## src/hw/rtl/ssc_pkg.sv

```systemverilog
// shared types, codes and helpers of the seven-segment clock set controller
package ssc_pkg;

  typedef enum logic [1:0] {
    MODE_NORMAL       = 2'd0,
    MODE_EDIT_HOURS   = 2'd1,
    MODE_EDIT_MINUTES = 2'd2
  } mode_e;

  typedef enum logic [1:0] {
    EV_NONE  = 2'd0,
    EV_SHORT = 2'd1,
    EV_LONG  = 2'd2
  } event_e;

  typedef enum logic [2:0] {
    REG_LONG_PRESS  = 3'd0,
    REG_SHORT_MIN   = 3'd1,
    REG_REFRESH     = 3'd2,
    REG_BLINK       = 3'd3,
    REG_DIGIT_DWELL = 3'd4
  } reg_idx_e;

  localparam logic [15:0] LongPressRst = 16'd1000;
  localparam logic [15:0] ShortMinRst  = 16'd50;
  localparam logic [15:0] RefreshRst   = 16'd500;
  localparam logic [15:0] BlinkRst     = 16'd300;
  localparam logic [7:0]  DwellRst     = 8'd2;

  localparam logic [7:0] SegBlank = 8'hFF;

  // active-low patterns for digits zero to nine
  localparam logic [7:0] SegTable [10] = '{
    8'h81, 8'hED, 8'h43, 8'h49, 8'h2D, 8'h19, 8'h11, 8'hCD, 8'h01, 8'h09
  };

  typedef struct packed {
    logic [15:0] long_press_time;
    logic [15:0] short_press_min;
    logic [15:0] refresh_period;
    logic [15:0] blink_period;
    logic [7:0]  digit_dwell;
  } cfg_t;

  typedef struct packed {
    logic        active;
    logic        reported;
    logic [15:0] ticks;
  } press_t;

  typedef struct packed {
    mode_e      mode;
    logic [4:0] hours;
    logic [5:0] minutes;
    logic       blink_on;
    logic [1:0] digit;
  } disp_t;

  function automatic logic [15:0] sat_inc16(logic [15:0] v);
    return (v == 16'hFFFF) ? v : v + 16'd1;
  endfunction

  // tens digit of a six-bit value
  function automatic logic [3:0] tens_of(logic [5:0] v);
    logic [3:0] t;
    if (v >= 6'd60) t = 4'd6;
    else if (v >= 6'd50) t = 4'd5;
    else if (v >= 6'd40) t = 4'd4;
    else if (v >= 6'd30) t = 4'd3;
    else if (v >= 6'd20) t = 4'd2;
    else if (v >= 6'd10) t = 4'd1;
    else t = 4'd0;
    return t;
  endfunction

endpackage

```

## src/hw/rtl/ssc_cfg.sv

```systemverilog
// apb register file for the timing settings
module ssc_cfg (
  input  logic          clk_i,
  input  logic          rst_ni,
  input  logic          psel,
  input  logic          penable,
  input  logic          pwrite,
  input  logic [4:0]    paddr,
  input  logic [31:0]   pwdata,
  output logic [31:0]   prdata,
  output logic          pready,
  output ssc_pkg::cfg_t cfg_o
);
  import ssc_pkg::*;

  cfg_t     cfg_q;
  reg_idx_e idx;

  assign idx    = reg_idx_e'(paddr[4:2]);
  assign pready = 1'b1;
  assign cfg_o  = cfg_q;

  always_ff @(posedge clk_i or negedge rst_ni) begin
    if (!rst_ni) begin
      cfg_q.long_press_time <= LongPressRst;
      cfg_q.short_press_min <= ShortMinRst;
      cfg_q.refresh_period  <= RefreshRst;
      cfg_q.blink_period    <= BlinkRst;
      cfg_q.digit_dwell     <= DwellRst;
    end else if (psel && penable && pwrite && pready) begin
      unique case (idx)
        REG_LONG_PRESS:  cfg_q.long_press_time <= pwdata[15:0];
        REG_SHORT_MIN:   cfg_q.short_press_min <= pwdata[15:0];
        REG_REFRESH:     cfg_q.refresh_period  <= pwdata[15:0];
        REG_BLINK:       cfg_q.blink_period    <= pwdata[15:0];
        REG_DIGIT_DWELL: cfg_q.digit_dwell     <= pwdata[7:0];
        default: ;
      endcase
    end
  end

  always_comb begin
    unique case (idx)
      REG_LONG_PRESS:  prdata = {16'd0, cfg_q.long_press_time};
      REG_SHORT_MIN:   prdata = {16'd0, cfg_q.short_press_min};
      REG_REFRESH:     prdata = {16'd0, cfg_q.refresh_period};
      REG_BLINK:       prdata = {16'd0, cfg_q.blink_period};
      REG_DIGIT_DWELL: prdata = {24'd0, cfg_q.digit_dwell};
      default:         prdata = 32'd0;
    endcase
  end

endmodule

```

## src/hw/rtl/ssc_press.sv

```systemverilog
// press classifier: hold counting and short or long event detection
module ssc_press (
  input  logic             pressed_i,
  input  ssc_pkg::press_t  press_i,
  input  logic [15:0]      long_time_i,
  input  logic [15:0]      short_min_i,
  output ssc_pkg::press_t  press_o,
  output ssc_pkg::event_e  event_o
);
  import ssc_pkg::*;

  always_comb begin
    press_o = press_i;
    event_o = EV_NONE;
    if (pressed_i) begin
      if (!press_i.active) begin
        press_o.active   = 1'b1;
        press_o.reported = 1'b0;
        press_o.ticks    = 16'd0;
      end else begin
        press_o.ticks = sat_inc16(press_i.ticks);
      end
      if (!press_o.reported && press_o.ticks >= long_time_i) begin
        press_o.reported = 1'b1;
        event_o          = EV_LONG;
      end
    end else if (press_i.active) begin
      press_o.active = 1'b0;
      if (!press_i.reported) begin
        press_o.reported = 1'b1;
        if (press_i.ticks >= short_min_i) event_o = EV_SHORT;
      end
    end
  end

endmodule

```

## src/hw/rtl/ssc_disp.sv

```systemverilog
// digit select, segment lookup and blanking of the edited pair
module ssc_disp (
  input  ssc_pkg::disp_t disp_i,
  output logic [7:0]     segments_o,
  output logic [3:0]     digit_enables_o
);
  import ssc_pkg::*;

  logic [5:0] value;
  logic [3:0] tens;
  logic [3:0] ones;
  logic [3:0] digit;
  logic       blank;

  always_comb begin
    value = disp_i.digit[1] ? disp_i.minutes : {1'b0, disp_i.hours};
    tens  = tens_of(value);
    ones  = 4'(value - 6'(tens) * 6'd10);
    digit = disp_i.digit[0] ? ones : tens;
    blank = 1'b0;
    if (!disp_i.blink_on) begin
      if (disp_i.mode == MODE_EDIT_HOURS && !disp_i.digit[1]) blank = 1'b1;
      if (disp_i.mode == MODE_EDIT_MINUTES && disp_i.digit[1]) blank = 1'b1;
    end
    segments_o      = blank ? SegBlank : SegTable[digit];
    digit_enables_o = ~(4'd1 << disp_i.digit);
  end

endmodule

```

## src/hw/rtl/seven_segment_clock_set_controller.sv

```systemverilog
// top level of the seven-segment clock set controller
// path: an accepted tick word goes through the input register, then the result register
// throughput: one word per cycle back to back while result words are taken, set by the single short pass
// between the input register and the result register
// stalls: a held result word blocks the input only once the input register is full
// reset: rst_ni is asynchronous active low and puts counters, mode and timing registers to their reset values
module seven_segment_clock_set_controller (
  input  logic        clk_i,
  input  logic        rst_ni,
  // apb configuration port
  input  logic        psel,
  input  logic        penable,
  input  logic        pwrite,
  input  logic [4:0]  paddr,
  input  logic [31:0] pwdata,
  output logic [31:0] prdata,
  output logic        pready,
  // tick input: button_level[0], rtc_hours[5:1], rtc_minutes[11:6],
  // rtc_seconds[17:12], zero fill [23:18]
  input  logic        s_axis_tvalid,
  output logic        s_axis_tready,
  input  logic [23:0] s_axis_tdata,
  // result: segments[7:0], digit_enables[11:8], mode[13:12],
  // press kind[15:14], write_strobe[16], write_hours[21:17],
  // write_minutes[27:22], write_seconds[33:28], zero fill [39:34]
  output logic        m_axis_tvalid,
  input  logic        m_axis_tready,
  output logic [39:0] m_axis_tdata
);
  import ssc_pkg::*;

  // (reset values take effect at once, without waiting for a clock edge)
  cfg_t cfg;

  ssc_cfg u_cfg (
    .clk_i   (clk_i),
    .rst_ni  (rst_ni),
    .psel    (psel),
    .penable (penable),
    .pwrite  (pwrite),
    .paddr   (paddr),
    .pwdata  (pwdata),
    .prdata  (prdata),
    .pready  (pready),
    .cfg_o   (cfg)
  );

  // input register
  logic        in_valid_q;
  logic [17:0] in_data_q;
  logic        advance;

  assign advance       = in_valid_q && (!m_axis_tvalid || m_axis_tready);
  assign s_axis_tready = !in_valid_q || advance;

  always_ff @(posedge clk_i or negedge rst_ni) begin
    if (!rst_ni) begin
      in_valid_q <= 1'b0;
    end else if (s_axis_tready) begin
      in_valid_q <= s_axis_tvalid;
    end
  end

  always_ff @(posedge clk_i) begin
    if (s_axis_tready && s_axis_tvalid) begin
      in_data_q <= s_axis_tdata[17:0];
    end
  end

  logic       pressed;
  logic [4:0] rtc_h;
  logic [5:0] rtc_m;
  logic [5:0] rtc_s;

  assign pressed = !in_data_q[0];
  assign rtc_h   = in_data_q[5:1];
  assign rtc_m   = in_data_q[11:6];
  assign rtc_s   = in_data_q[17:12];

  // tick state
  mode_e       mode_q, mode_d;
  logic [4:0]  edit_h_q, edit_h_d;
  logic [5:0]  edit_m_q, edit_m_d;
  logic [5:0]  edit_s_q, edit_s_d;
  logic [4:0]  shown_h_q, shown_h_d;
  logic [5:0]  shown_m_q, shown_m_d;
  press_t      press_q, press_d;
  logic [15:0] refresh_q, refresh_d;
  logic [15:0] blink_q, blink_d;
  logic        blink_on_q, blink_on_d;
  logic [1:0]  scan_digit_q, scan_digit_d;
  logic [7:0]  scan_ticks_q, scan_ticks_d;

  event_e      ev;

  ssc_press u_press (
    .pressed_i   (pressed),
    .press_i     (press_q),
    .long_time_i (cfg.long_press_time),
    .short_min_i (cfg.short_press_min),
    .press_o     (press_d),
    .event_o     (ev)
  );

  logic        strobe;
  logic [4:0]  wr_h;
  logic [5:0]  wr_m;
  logic [5:0]  wr_s;
  logic [4:0]  h_inc;
  logic [5:0]  m_inc;
  logic [15:0] blink_inc;
  logic [7:0]  scan_inc;

  always_comb begin
    mode_d    = mode_q;
    edit_h_d  = edit_h_q;
    edit_m_d  = edit_m_q;
    edit_s_d  = edit_s_q;
    shown_h_d = shown_h_q;
    shown_m_d = shown_m_q;
    refresh_d = refresh_q;
    strobe    = 1'b0;
    wr_h      = 5'd0;
    wr_m      = 6'd0;
    wr_s      = 6'd0;

    // increments wrap by one subtract, the sum stays below twice the modulus
    h_inc = edit_h_q + 5'd1;
    if (edit_h_q >= 5'd23) h_inc = edit_h_q - 5'd23;
    m_inc = edit_m_q + 6'd1;
    if (edit_m_q >= 6'd59) m_inc = edit_m_q - 6'd59;

    // mode handling on the press event
    unique case (ev)
      EV_LONG: begin
        unique case (mode_q)
          MODE_EDIT_HOURS: mode_d = MODE_EDIT_MINUTES;
          MODE_EDIT_MINUTES: begin
            strobe    = 1'b1;
            wr_h      = edit_h_q;
            wr_m      = edit_m_q;
            wr_s      = edit_s_q;
            shown_h_d = edit_h_q;
            shown_m_d = edit_m_q;
            refresh_d = 16'd0;
            mode_d    = MODE_NORMAL;
          end
          default: begin
            // entering set-hour takes a snapshot of the live clock
            edit_h_d = rtc_h;
            edit_m_d = rtc_m;
            edit_s_d = rtc_s;
            mode_d   = MODE_EDIT_HOURS;
          end
        endcase
      end
      EV_SHORT: begin
        if (mode_q == MODE_EDIT_HOURS) begin
          edit_h_d = h_inc;
        end else if (mode_q == MODE_EDIT_MINUTES) begin
          edit_m_d = m_inc;
          edit_s_d = 6'd0;
        end
      end
      default: ;
    endcase

    // periodic resample of the shown time in normal mode
    if (!strobe) begin
      refresh_d = sat_inc16(refresh_q);
      if (mode_d != MODE_EDIT_HOURS && mode_d != MODE_EDIT_MINUTES &&
          refresh_d >= cfg.refresh_period) begin
        shown_h_d = rtc_h;
        shown_m_d = rtc_m;
        refresh_d = 16'd0;
      end
    end

    // blink flag
    blink_inc  = sat_inc16(blink_q);
    blink_d    = blink_inc;
    blink_on_d = blink_on_q;
    if (blink_inc >= cfg.blink_period) begin
      blink_d    = 16'd0;
      blink_on_d = !blink_on_q;
    end

    // scan advance, the current digit is shown before it moves on
    scan_inc     = scan_ticks_q + 8'd1;
    scan_ticks_d = scan_inc;
    scan_digit_d = scan_digit_q;
    if (scan_inc >= cfg.digit_dwell) begin
      scan_ticks_d = 8'd0;
      scan_digit_d = scan_digit_q + 2'd1;
    end
  end

  // display from the updated state
  disp_t      disp;
  logic [7:0] segments;
  logic [3:0] digit_en;

  always_comb begin
    disp.mode     = mode_d;
    disp.blink_on = blink_on_d;
    disp.digit    = scan_digit_q;
    if (mode_d == MODE_EDIT_HOURS || mode_d == MODE_EDIT_MINUTES) begin
      disp.hours   = edit_h_d;
      disp.minutes = edit_m_d;
    end else begin
      disp.hours   = shown_h_d;
      disp.minutes = shown_m_d;
    end
  end

  ssc_disp u_disp (
    .disp_i          (disp),
    .segments_o      (segments),
    .digit_enables_o (digit_en)
  );

  // state registers move once per word handed to the result register
  always_ff @(posedge clk_i or negedge rst_ni) begin
    if (!rst_ni) begin
      mode_q       <= MODE_NORMAL;
      edit_h_q     <= 5'd0;
      edit_m_q     <= 6'd0;
      edit_s_q     <= 6'd0;
      shown_h_q    <= 5'd0;
      shown_m_q    <= 6'd0;
      press_q      <= '0;
      refresh_q    <= 16'hFFFF;
      blink_q      <= 16'd0;
      blink_on_q   <= 1'b1;
      scan_digit_q <= 2'd0;
      scan_ticks_q <= 8'd0;
    end else if (advance) begin
      mode_q       <= mode_d;
      edit_h_q     <= edit_h_d;
      edit_m_q     <= edit_m_d;
      edit_s_q     <= edit_s_d;
      shown_h_q    <= shown_h_d;
      shown_m_q    <= shown_m_d;
      press_q      <= press_d;
      refresh_q    <= refresh_d;
      blink_q      <= blink_d;
      blink_on_q   <= blink_on_d;
      scan_digit_q <= scan_digit_d;
      scan_ticks_q <= scan_ticks_d;
    end
  end

  // result register
  logic        out_valid_q;
  logic [39:0] out_data_q;

  always_ff @(posedge clk_i or negedge rst_ni) begin
    if (!rst_ni) begin
      out_valid_q <= 1'b0;
    end else if (advance) begin
      out_valid_q <= 1'b1;
    end else if (m_axis_tready) begin
      out_valid_q <= 1'b0;
    end
  end

  always_ff @(posedge clk_i) begin
    if (advance) begin
      out_data_q <= {6'd0, wr_s, wr_m, wr_h, strobe, ev, mode_d, digit_en, segments};
    end
  end

  assign m_axis_tvalid = out_valid_q;
  assign m_axis_tdata  = out_data_q;

endmodule

```

## config.mk

```make
export PLATFORM = sky130hd
export DESIGN_NAME = seven_segment_clock_set_controller
export DESIGN_NICKNAME = d
export VERILOG_FILES = /design/src/hw/rtl/ssc_pkg.sv /design/src/hw/rtl/ssc_cfg.sv /design/src/hw/rtl/ssc_press.sv /design/src/hw/rtl/ssc_disp.sv /design/src/hw/rtl/seven_segment_clock_set_controller.sv
export SDC_FILE = /design/constraint.sdc
export NUM_CORES = 1
export LEC_CHECK = 0
export BUFFER_PORTS_ARGS = -buffer_cell sky130_fd_sc_hd__buf_2
export CAP_MARGIN = 10
export CORE_MARGIN = 2
export CORE_UTILIZATION = 60
export CTS_CLUSTER_DIAMETER = 200
export DETAILED_ROUTE_END_ITERATION = 16
export GPL_TIMING_DRIVEN = 0
export PLACE_DENSITY_LB_ADDON = 0.2
export RECOVER_POWER = 25
export SETUP_SLACK_MARGIN = 0.5
export SYNTH_ARGS = -nofsm -noshare
export SYNTH_HDL_FRONTEND = slang
export SYNTH_HIERARCHICAL = 1
export SYNTH_SLANG_ARGS = --single-unit
```

## constraint.sdc

```tcl
create_clock -name clk_i -period 9.4 [get_ports clk_i]
set_clock_uncertainty 0.05 [all_clocks]
set_input_delay 0.94 -clock clk_i [delete_from_list [all_inputs] [get_ports clk_i]]
set_output_delay 0.94 -clock clk_i [all_outputs]
set_load 0.02 [all_outputs]
```

==> run metrics <==
setup slack on the worst flop-to-flop path 0.91 ns; Final Hold Vio Count 0; TritonCTS clock tree built; CTS HTree Levels 1; worst min path class reg -> reg; Synth Warn # 6; first-pass GRT wire length 59680 um; RePlAce Congestion 0.9447; MaxCap Viol Count 2; Slew Limit Fails between 150 and 200; P per Cell Area between 200 and 300 nW/um^2; worst slew pin tran approximately 5.3 ns; postcts setup bufs 0; post-synthesis sequential area ratio 0.4009; Yosys reg bits 217; Mean Syn Cell Area 9.807 um^2; Syn Inst Count 1459; pin count of the biggest net entering global routing 122; CP Launch Type flip-flop; failing checks max-capacitance violations, max-slew violations; Critical Path AT 8.70 ns; CTS root buffer clkbuf_16; achievable clock frequency 117.8 MHz; Final Non-Filler Cells 1944; DR DRC count 0; Most common cell on crit path ha_1; Leak 7.233 nW; number of flops mapped to enable cells by yosys 52; Synth-to-Final Area Change 13.24%; antenna violations before repair 1; # placed instances between 1.5k and 2k; antenna-violating nets left 0; setup TNS 0 ns; via count between 10k and 15k; Worst Setup End Kind flip-flop; Vias/cell 6.080; commonest cells in the synthesized netlist nand2_1, dfrtp_1, inv_1; row count 56; worst hold slack between 0.4 and 0.5 ns; CP max FO 10; final worst-path cycle share 0.9030; vias in the first global route 11.02k; Clk Latency, worst-skew pair 0.55 ns; 1st-iter DRT viols 966; slowest stage delay, CP 0.90 ns; Area after DPL around 15000 um^2; Final min period between 8 and 9 ns; CP max stage cell a221oi_1; total CTS buffers 26; Hold-fix buffers, CTS 0; DP HPWL between 20000 and 30000 um; clock-pin slew on the worst setup and hold paths 0.06 ns; clk buf depth 3; ys async rst share 0.7604; ratio of cells with drive above 1 in the final layout 0.2352; WP data required around 9.6 ns; VDD IR max 318.3 uV; Setup Viol. Count Final 0; top cell type's share of synthesized area 0.2239; synth unique cells ~110; kind of critical path reg -> reg; drt first pass iters 6; synthesized cell area between 10000 and 15000 um^2; DIE AREA roughly 25000 um^2; Core Region 23470 um^2; RSZ-0062 raised after global routing false; most numerous cell in the Yosys netlist nand2_1; GRT Util Overall 0.3059; Final Instance Area around 16000 um^2; port buffer count 95; GRT overflow 0; final wirelength between 30000 and 40000 um; outcome finished, violations left; Top FF cell, synth dfrtp_1; biggest area consumer among synthesized cells dfrtp_1; die width 158.4 um; Sink Count 217; Die Y 158.4 um; Initial Util 0.6096; # IOs 143; wire per inst approximately 20 um; Final #Nets 1762; synth top area cells dfrtp_1, edfxtp_1, ha_1; Slew HR -2.555
-- metal layers --
layer,track usage,wire length (um),vias up
met5,0,0,-
met4,0.1133,1290,0
met3,0.04682,3003,79
met2,0.4714,17200,488
met1,0.4392,16470,5703
li1,-,-,5550
-- final timing paths --
kind | cells after the start | end | start
min reg2reg | 1 | edit_s_q[0] | in_data_q[12]
min in group asynchronous | 1 | blink_q[10] | rst_ni
min | 1 | edit_s_q[0] | in_data_q[12]
max in group asynchronous | 2 | edit_s_q[3] | rst_ni
max | 30 | m_axis_tdata[3] | press_q[1]
max reg2reg | 30 | m_axis_tdata[3] | press_q[1]
-- layout make-up --
cell class                 count  area, um^2
fill                        1865        7269
inverter                      92       345.3
multi-input combinational   1072        7769
sequential                   217        5737
antenna                        1       2.502
clock buffer                  37       762.0
buffer                        98       559.3
tap                          319       399.1
clock inverter                11       123.9
timing repair buffer          97       505.5
-- state kept, by name (all words and copies together), names as in the netlist, 5 cells and up --
name	cells
edit_h_q	5
refresh_q	16
in_data_q	18
scan_ticks_q	8
press_q	18
edit_m_q	6
m_axis_tdata	34
shown_m_q	6
edit_s_q	6
u_cfg/cfg_o	72
blink_q	16
shown_h_q	5
-- stage by stage --
step                utilization  setup WS, ns  power, mW
floorplan                     -         2.156      2.929
global placement         0.6501        0.6005      3.363
detailed placement       0.6526        0.5044      3.430
CTS                      0.6906        0.7208      4.462
global route             0.6903        0.3328      4.784
finish                   0.6903        0.9122      4.492
-- worst max-delay path: cells and delay by family, from the launching register on --
kind	cells	cell delay, ns
simple gates	11	2.90
compound gates	9	2.39
fa+ha+maj	4	1.14
buf+inv	5	0.84
flops	1	0.52
mux	1	0.40
-- where the power goes --
group	internal (mW)	leakage, nW	switching, mW
registers	1.23	2.55	0.161
logic	0.877	4.25	1.20
clock network	0.619	0.432	0.401
-- cell families after synthesis --
kind of cell,count (synthesis),share of synthesized area
adders and majority gates,91,0.07992
buffers and inverters,190,0.06357
AOI/OAI and AO/OA,313,0.1536
xor gates and xnor gates,43,0.02632
muxes,114,0.09942
and+or+nand+nor,487,0.1752
other,4,0.001049
DFF,217,0.4009
-- cell usage in the layout (no fill, tap or decap), types with 50 or more instances in the layout --
cell and count:
clkbuf_1 50, nand2_1 169, mux2_2 75, a21oi_1 55
dfrtp_1 128, ha_1 89, buf_2 103, edfxtp_1 52
inv_1 90, o21ai_0 74, nor2_1 79
-- timing repair --
action / CTS / global route
endpoints found under the hold margin: 0 / 0
gates resized for setup: 1 / 8
endpoints found under the setup margin: 1 / 6
No activity file was read; power rests on OpenSTA's default activity.
